[src/rtl/bda_pkg.sv]
package bda_pkg;

    // Fixed field widths
    localparam int LEVEL_BITS = 5;
    localparam int COUNT_W    = 5;
    localparam int TDATA_W    = 8;

    // Defaults
    localparam int              NUM_BUTTONS_DEFAULT = 5;
    localparam logic [COUNT_W-1:0] LIMIT_RESET      = 5'd20;

    // Counter codes with a fixed meaning
    localparam logic [COUNT_W-1:0] CNT_RELEASED = 5'd0;
    localparam logic [COUNT_W-1:0] CNT_FIRST    = 5'd1;
    localparam logic [COUNT_W-1:0] CNT_HELD     = 5'd2;

    // Per-button control from the top level
    typedef struct packed {
        logic step;     // an item is accepted this cycle
        logic pressed;  // button level is low on this item
    } bda_cell_ctl_t;

endpackage

[src/rtl/bda_button.sv]
module bda_button (
    input  logic                          aclk,
    input  logic                          aresetn,
    input  bda_pkg::bda_cell_ctl_t        ctl,
    input  logic [bda_pkg::COUNT_W-1:0]   repeat_limit,
    output logic                          fire
);
    import bda_pkg::*;

    logic [COUNT_W-1:0] count_reg;
    logic [COUNT_W-1:0] count_next;
    logic [COUNT_W:0]   count_inc;

    // One bit wider so a counter of 31 still exceeds any limit
    assign count_inc = {1'b0, count_reg} + {{COUNT_W{1'b0}}, 1'b1};

    // Hold counter next value and event
    always_comb begin
        fire       = 1'b0;
        count_next = count_reg;
        priority if (!ctl.pressed) begin
            count_next = CNT_RELEASED;
        end else if (count_reg == CNT_RELEASED) begin
            count_next = CNT_FIRST;
        end else if (count_reg == CNT_FIRST) begin
            fire       = 1'b1;
            count_next = CNT_HELD;
        end else if (count_inc > {1'b0, repeat_limit}) begin
            fire       = 1'b1;
            count_next = CNT_HELD;
        end else begin
            count_next = count_inc[COUNT_W-1:0];
        end
    end

    always_ff @(posedge aclk) begin
        if (!aresetn) begin
            count_reg <= CNT_RELEASED;
        end else if (ctl.step) begin
            count_reg <= count_next;
        end
    end

endmodule

[src/rtl/bda_out_stage.sv]
module bda_out_stage (
    input  logic                           aclk,
    input  logic                           aresetn,
    input  logic                           load,
    input  logic [bda_pkg::LEVEL_BITS-1:0] events_in,
    output logic                           load_ready,
    output logic                           m_tvalid,
    input  logic                           m_tready,
    output logic [bda_pkg::TDATA_W-1:0]    m_tdata
);
    import bda_pkg::*;

    logic                  valid_reg;
    logic [LEVEL_BITS-1:0] events_reg;

    // Room when empty or the held item leaves this cycle
    assign load_ready = !valid_reg || m_tready;

    always_ff @(posedge aclk) begin
        if (!aresetn) begin
            valid_reg <= 1'b0;
        end else if (load_ready) begin
            valid_reg <= load;
        end
    end

    always_ff @(posedge aclk) begin
        if (load && load_ready) begin
            events_reg <= events_in;
        end
    end

    assign m_tvalid = valid_reg;
    assign m_tdata  = {{(TDATA_W-LEVEL_BITS){1'b0}}, events_reg};

endmodule

[src/rtl/button_debounce_autorepeat.sv]
// Debounced button scanner with auto-repeat. Each item on the slave side is one
// timer tick with the sampled active-low levels of up to five buttons; each item
// on the master side is the mask of buttons firing a press or repeat event on that
// tick, one result per tick in order. A button fires on its second consecutive
// pressed tick, then again each time its hold counter exceeds repeat_limit
// (written on cfg_wr_en, reset 20). Throughput is one item per cycle while the
// master side keeps taking results: the hold counters update in parallel on
// acceptance and the mask lands in a single output register that can be refilled
// in the cycle it is taken. Buttons with index five or more have no level bit and never fire.
module button_debounce_autorepeat #(
    parameter int NUM_BUTTONS = bda_pkg::NUM_BUTTONS_DEFAULT
) (
    input  logic                           aclk,
    input  logic                           aresetn,
    // slave tdata: [4:0] button_levels, [7:5] zero
    input  logic                           s_tvalid,
    output logic                           s_tready,
    input  logic [bda_pkg::TDATA_W-1:0]    s_tdata,
    // master tdata: [4:0] press_events, [7:5] zero
    output logic                           m_tvalid,
    input  logic                           m_tready,
    output logic [bda_pkg::TDATA_W-1:0]    m_tdata,
    input  logic                           cfg_wr_en,
    input  logic [bda_pkg::COUNT_W-1:0]    cfg_wr_data
);
    import bda_pkg::*;

    // Only buttons that have a level bit need a counter
    localparam int NUM_ACTIVE = (NUM_BUTTONS < LEVEL_BITS) ? NUM_BUTTONS : LEVEL_BITS;

    logic [COUNT_W-1:0]    limit_reg;
    logic                  step;
    logic [LEVEL_BITS-1:0] levels;
    logic [LEVEL_BITS-1:0] fire_mask;

    always_ff @(posedge aclk) begin
        if (!aresetn) begin
            limit_reg <= LIMIT_RESET;
        end else if (cfg_wr_en) begin
            limit_reg <= cfg_wr_data;
        end
    end

    assign step   = s_tvalid && s_tready;
    assign levels = s_tdata[LEVEL_BITS-1:0];

    // Per-button counters
    for (genvar k = 0; k < NUM_ACTIVE; k++) begin : g_btn
        bda_cell_ctl_t ctl;
        assign ctl.step    = step;
        assign ctl.pressed = !levels[k];
        bda_button u_btn (
            .aclk         (aclk),
            .aresetn      (aresetn),
            .ctl          (ctl),
            .repeat_limit (limit_reg),
            .fire         (fire_mask[k])
        );
    end

    for (genvar k = NUM_ACTIVE; k < LEVEL_BITS; k++) begin : g_none
        assign fire_mask[k] = 1'b0;
    end

    bda_out_stage u_out (
        .aclk       (aclk),
        .aresetn    (aresetn),
        .load       (step),
        .events_in  (fire_mask),
        .load_ready (s_tready),
        .m_tvalid   (m_tvalid),
        .m_tready   (m_tready),
        .m_tdata    (m_tdata)
    );

`ifndef NO_ASSERTIONS
    a_ready_when_empty: assert property (@(posedge aclk) disable iff (!aresetn)
        !m_tvalid |-> s_tready)
        else $error("input stalled with empty output register");

    a_result_follows: assert property (@(posedge aclk) disable iff (!aresetn)
        (s_tvalid && s_tready) |=> m_tvalid)
        else $error("accepted item produced no result");

    a_fire_only_pressed: assert property (@(posedge aclk) disable iff (!aresetn)
        (s_tvalid && s_tready) |=>
            ((m_tdata[LEVEL_BITS-1:0] & $past(s_tdata[LEVEL_BITS-1:0])) == '0))
        else $error("event on a released button");
`endif

endmodule

[config.mk]
export PLATFORM = sky130hd
export DESIGN_NAME = button_debounce_autorepeat
export DESIGN_NICKNAME = d
export VERILOG_FILES = /design/src/rtl/bda_pkg.sv /design/src/rtl/bda_button.sv /design/src/rtl/bda_out_stage.sv /design/src/rtl/button_debounce_autorepeat.sv
export SDC_FILE = /design/constraint.sdc
export NUM_CORES = 1
export LEC_CHECK = 0
export ABC_CLOCK_PERIOD_IN_PS = 2200
export BUFFER_PORTS_ARGS = -buffer_cell sky130_fd_sc_hd__buf_4
export CAP_MARGIN = 30
export CELL_PAD_IN_SITES_DETAIL_PLACEMENT = 0
export CELL_PAD_IN_SITES_GLOBAL_PLACEMENT = 1
export CORE_UTILIZATION = 35
export CTS_CLUSTER_SIZE = 25
export DETAILED_ROUTE_END_ITERATION = 8
export HOLD_SLACK_MARGIN = 0.05
export PLACE_DENSITY = 0.62
export SYNTH_ARGS = -nofsm -noshare
export SYNTH_HDL_FRONTEND = slang
export SYNTH_HIERARCHICAL = 1
export SYNTH_SLANG_ARGS = --single-unit
[constraint.sdc]
create_clock -name aclk -period 2.2 [get_ports aclk]
set_input_delay 0.11 -clock aclk [delete_from_list [all_inputs] [get_ports aclk]]
set_output_delay 0.11 -clock aclk [all_outputs]
set_load 0.05 [all_outputs]
# After elaboration in Yosys (flattened, before gate mapping)
# Index checks and enable logic that the tools add are counted.
[totals]
ff_bits = 36
output_inout_bits = 10
[classes]
add_sub_neg = 5
magnitude_cmp = 5
n_eq_ne = 5
muxes = 30
reduce_logical = 14
[op_table]
columns = ["operator", "n"]
rows = [
  ["5-bit 2-to-1 mux", 20],
  ["5-bit by 1-bit adder with 6-bit output, second input constant", 5],
  ["6-bit by 5-bit > comparator with 1-bit output", 5],
  ["5-bit by 1-bit equality test with 1-bit output, second input constant", 5],
  ["5-bit zero test", 5],
  ["1-bit 2-to-1 mux", 10],
  ["2-bit OR reduction", 5],
  ["1-bit logical AND", 2],
  ["1-bit zero test", 1],
  ["1-bit logical OR", 1],
]

# Longest topological paths before layout
[logic_depth]
ltp_word = 6
ltp_mapped = 9

# Cells and area by module
# Netlist, hierarchy kept.
[modules_own_cells]
columns = ["module", "instances", "cells_per_inst", "area_each_um2", "seq_area_each_um2"]
rows = [
  ["bda_button", 5, 58, 473.0, 100.1],
  ["bda_out_stage", 1, 14, 234.0, 170.2],
  ["button_debounce_autorepeat", 1, 22, 212.7, 100.1],
]

# Worst setup path before layout
# OpenSTA, ideal clock, no wires.
[synth_timing]
path_kind = "register to register"
start = "register u_out.valid_reg (netlist: u_out/m_tvalid)"
end = "register g_btn[0].u_btn.count_reg[3]"
arrival_time_ps = 2020
path_slack_ps = 123
stages_incl_launch_ff = 7
path_buffers = 0
path_cell_list = "dfxtp_1 -> nand2b_4 -> and2_1 -> nand3_1 -> or3b_4 -> a211oi_1 -> a21o_1"
[synth_lines]
columns = ["item", "line", "text"]
rows = [
  ["from (decl)", "bda_out_stage.sv:13", "logic valid_reg;"],
  ["from (signal assigned)", "bda_out_stage.sv:23", "valid_reg <= load;"],
  ["to (signal assigned)", "bda_button.sv:40", "count_reg <= count_next;"],
  ["to (decl)", "bda_button.sv:10", "logic [COUNT_W-1:0] count_reg;"],
]

# Worst setup path in the final report
[layout_timing]
start = "register g_btn[1].u_btn.count_reg[1]"
end = "register g_btn[1].u_btn.count_reg[4]"
[layout_via]
elab_chain_cells = 6
word_cells_on_any_way = 8
classes_between = "add/sub: 1; order compare: 1; eq/ne: 1; mux: 4; reduce/logical: 1"
[layout_rtl]
columns = ["item", "line", "text"]
rows = [
  ["from (decl)", "bda_button.sv:10", ""],
  ["from (signal assigned)", "bda_button.sv:40", ""],
  ["5-bit by 1-bit adder with 6-bit output", "bda_button.sv:15", "assign count_inc = {1'b0, count_reg} + {{COUNT_W{1'b0}}, 1'b1};"],
  ["6-bit by 5-bit > comparator with 1-bit output", "bda_button.sv:28", "end else if (count_inc > {1'b0, repeat_limit}) begin"],
  ["5-bit 2-to-1 mux", "bda_button.sv:28", ""],
  ["5-bit 2-to-1 mux", "bda_button.sv:25", "end else if (count_reg == CNT_FIRST) begin"],
  ["5-bit 2-to-1 mux *", "bda_button.sv:23", "end else if (count_reg == CNT_RELEASED) begin"],
  ["5-bit 2-to-1 mux *", "bda_button.sv:21", "priority if (!ctl.pressed) begin"],
]
# Mark *: on every way between the ends. The rest lies on a longest branch, timed or not.
# A chain may end at the register's enable or synchronous reset.

==> load_flow_metrics.sql <==
INSERT INTO impl_metrics (metric_group, metric, value, unit) VALUES
('power', 'ir_drop', '332.5', 'uV'),
('final_layout', 'fill_cells', '778', ''),
('die', 'pin_count', '28', ''),
('timing', 'rsz0062_at_grt', 'yes', ''),
('power', 'power-per-cell-area', '532.3', 'mW/mm^2'),
('critical_path', 'path_class', 'flop to flop', ''),
('synth', 'synth_cell_type_count', '31', ''),
('detailed_routing', 'post_drt_wl_per_cell', '13.31', 'um'),
('final_layout', 'finalNonFillerCells', '472', ''),
('detailed_routing', 'totalWireLength', '6284', 'um'),
('detailed_routing', 'drcViolationCount', '0', ''),
('timing', 'setup_total_negative_slack', '0', 'ns'),
('synth', 'yosys-top-cells-area', 'dfxtp_1 (22%), ha_1 (18%), nand2_1 (6.9%)', ''),
('power', 'cellLeakagePower', '1.758', 'nW'),
('global_routing', 'globalRoute.totalOverflow', '0', ''),
('synth', 'synth_async_sr_flop_share', '0', ''),
('global_routing', 'global_router_s_overall_resource_usage', '0.1556', ''),
('critical_path', 'crit_required', '2.44', 'ns'),
('detailed_routing', 'drt-vias-per-instance', '5.013', ''),
('synth', 'synth_seq_area_share', '0.2741', ''),
('synth', 'yosys_most_used_dff', 'dfxtp_1', ''),
('placement', 'numPortBuffers', '21', ''),
('die', 'chip_height', '91.63', 'um'),
('clock_tree', 'cts-root-buf', 'clkbuf_8', ''),
('synth', 'syn-mean-instance-area', '8.624', 'sq um'),
('timing', 'setup-violations-final', '0', ''),
('job', 'drv.max_cap_violation_count', '0', ''),
('synth', 'postSynthCellCount', '326', ''),
('detailed_routing', 'drt_pre_antenna_iters', '6', ''),
('timing', 'slew_violations', '0', ''),
('clock_tree', 'clk_pin_slew', '0.09', 'ns'),
('timing', 'period_share', '0.9658', ''),
('die', 'core.rowCount', '32', ''),
('synth', 'yosys_register_bits', '36', ''),
('timing', 'finalCriticalPeriod', '2.125', 'ns'),
('synth', 'synth.cell_area', '0.002811', 'sq mm'),
('synth', 'ys_warn_count', '6', ''),
('clock_tree', 'cts_tree', 'yes', ''),
('placement', 'hpwlAfterDp', '4734', 'um'),
('critical_path', 'endpoint_kind', 'flop', ''),
('final_layout', 'finish.net_count', '427', ''),
('synth', 'synth_edf_count', '5', ''),
('clock_tree', 'cts-htree-levels', '2', ''),
('die', 'dieArea', '0.008395', 'sq mm'),
('clock_tree', 'clock-sinks', '36', ''),
('die', 'fp.coreArea', '0.007767', 'sq mm'),
('critical_path', 'highest_net_fanout_along_the_worst_path', '4', ''),
('timing', 'worst_hold_check_slack', '0.07987', 'ns'),
('final_layout', 'antenna_cells', '0', ''),
('critical_path', 'worstSetupStartpointType', 'flop', ''),
('synth', 'synth_top_cell_area_share', '0.2207', ''),
('global_routing', 'wire_length_of_the_first_global_routing_pass', '10420', 'um'),
('final_layout', 'final-seq-area', '785.8', 'sq um'),
('clock_tree', 'cts-buffers-inserted', '5', ''),
('global_routing', 'vias_in_the_first_global_route', '2264', ''),
('placement', 'dp.cells', '461', ''),
('worst_hold_path', 'holdCritPathClass', 'input port to flop', ''),
('final_layout', 'proportion_of_layout_cells_with_a_drive_suffix_above_1', '0.2649', ''),
('global_routing', 'grt_antenna_before_repair', '0', ''),
('final_layout', 'synthToLayoutAreaGrowth', '23.72', '%'),
('timing', 'clock.fmax', '0.4707', 'GHz'),
('detailed_routing', 'antenna_violating_nets_post_route', '0', ''),
('placement', 'gp_congestion', '0.7334', ''),
('die', 'die_width', '91.63', 'um'),
('final_layout', 'multi_input_area', '0.001973', 'sq mm'),
('synth', 'synth_area_leader_cell', 'dfxtp_1', ''),
('timing', 'timing.clock.skew', '0.009908', 'ns'),
('critical_path', 'worst-endpoint-arrival', '2.36', 'ns'),
('clock_tree', 'worst_skew_pair.late_latency', '0.29', 'ns'),
('timing', 'hold_viol', '0', ''),
('clock_tree', 'cts_buffer_depth', '2', ''),
('outcome', 'status', 'completed', ''),
('detailed_routing', 'dr.first_iter.drc_count', '50', ''),
('die', 'floorplan.initialDensity', '0.3620', ''),
('detailed_routing', 'detailroute.via_count', '2366', ''),
('global_routing', 'grt_start_max_net_pins', '22', ''),
('final_layout', 'largest_register_ff_count', '25', '');
[critical path, stage by stage, from the launching register on]
cell,delay [ns]
dfxtp_2,0.35
buf_4,0.12
nand3_1,0.09
buf_4,0.15
nand2_1,0.09
nand2_1,0.10
ha_4,0.29
nand4_1,0.11
mux2i_2,0.25
a21oi_4,0.08
buf_12,0.14
a211oi_1,0.20
a21o_1,0.11
[cell type report]
cell class                      instances  area share
Clock buffer                            6     0.02698
Clock inverter                          2     0.01727
Inverter                               36     0.03885
Multi-Input combinational cell        252      0.5673
Sequential cell                        36      0.2259
Tap cell                              102     0.03669
Timing Repair Buffer                   38     0.08705
[worst paths after layout]
path / startpoint / to / slack, ns / cells after the start
worst max register to register: g_btn[1].u_btn/count_reg[1] / g_btn[1].u_btn/count_reg[4] / 0.08 / 12
worst min register to register: g_btn[1].u_btn/count_reg[1] / g_btn[1].u_btn/count_reg[1] / 0.46 / 2
worst min-delay path: cfg_wr_data[0] / limit_reg[0] / 0.08 / 3
worst max-delay path: g_btn[1].u_btn/count_reg[1] / g_btn[1].u_btn/count_reg[4] / 0.08 / 12
[stage by stage]
stage               setup WS [ns]  power, mW  instance area, sq um  utilization
floorplan                  0.1231     0.9575                  2819            -
global placement         -0.09306      1.061                  3176       0.4088
detailed placement        -0.1014      1.066                  3176       0.4088
CTS                       0.05985      1.862                  3368       0.4336
global route             -0.07647      1.949                  3478       0.4478
finish                    0.07534      1.852                  3478       0.4478
[report_power, final]
part / internal [mW] / switching, mW / total, mW
sequential: 0.690 / 0.0290 / 0.719
clock: 0.522 / 0.264 / 0.785
combinational: 0.156 / 0.191 / 0.347
total: 1.37 / 0.484 / 1.85
[per-layer routing]
layer,routed length [um],share of wire,track usage
met1,3126,0.50,0.2012
met2,2966,0.47,0.2694
met3,137,0.022,0.02570
met4,53,0.0084,0.03571
met5,0,0,0
[cell usage in the layout (no fill, tap or decap), drive strengths merged]
cell type / n
or3b: 5
nor4: 5
nor3: 5
a21o: 15
buf: 36
conb: 3
or2: 10
o211ai: 5
nand2: 52
bufinv: 2
dfxtp: 31
nor2b: 8
and2b: 5
o21a: 5
a21oi: 10
inv: 36
nand3: 15
o211a: 5
o2bb2ai: 5
o22ai: 5
and2: 2
clkbuf: 6
nand2b: 1
dlygate4sd3: 2
ha: 40
mux2i: 10
a211oi: 20
o31ai: 5
or2b: 10
nand4: 5
edfxtp: 5
a21boi: 1
[synthesized netlist by cell type (all sizes together) (2+ instances only)]
master / number
a211oi: 20
a21o: 15
a21oi: 10
and2: 2
and2b: 5
buf: 4
dfxtp: 31
edfxtp: 5
ha: 40
inv: 36
mux2i: 10
nand2: 52
nand3: 15
nand4: 5
nor2b: 8
nor3: 5
nor4: 5
o211a: 5
o211ai: 5
o21a: 5
o22ai: 5
o2bb2ai: 5
o31ai: 5
or2: 10
or2b: 10
or3b: 5
[cell families after synthesis]
kind of cell             Yosys count  share of synthesized area
buffers and inverters             40                    0.06008
adder cells (fa/ha/maj)           40                     0.1780
AO/OA/AOI/OAI                     76                     0.2110
flip-flops                        36                     0.2741
other                              1                   0.001334
AND/OR/NAND/NOR                  123                     0.2399
multiplexers                      10                    0.03560
[what timing repair did]
action	CTS	global route
gates resized for setup	5	24
setup buffers	0	1
hold buffers	2	0
endpoints found under the hold margin	2	0
pin swaps	0	4
setup endpoints to repair	24	25
No activity file was read; power rests on OpenSTA's default activity.
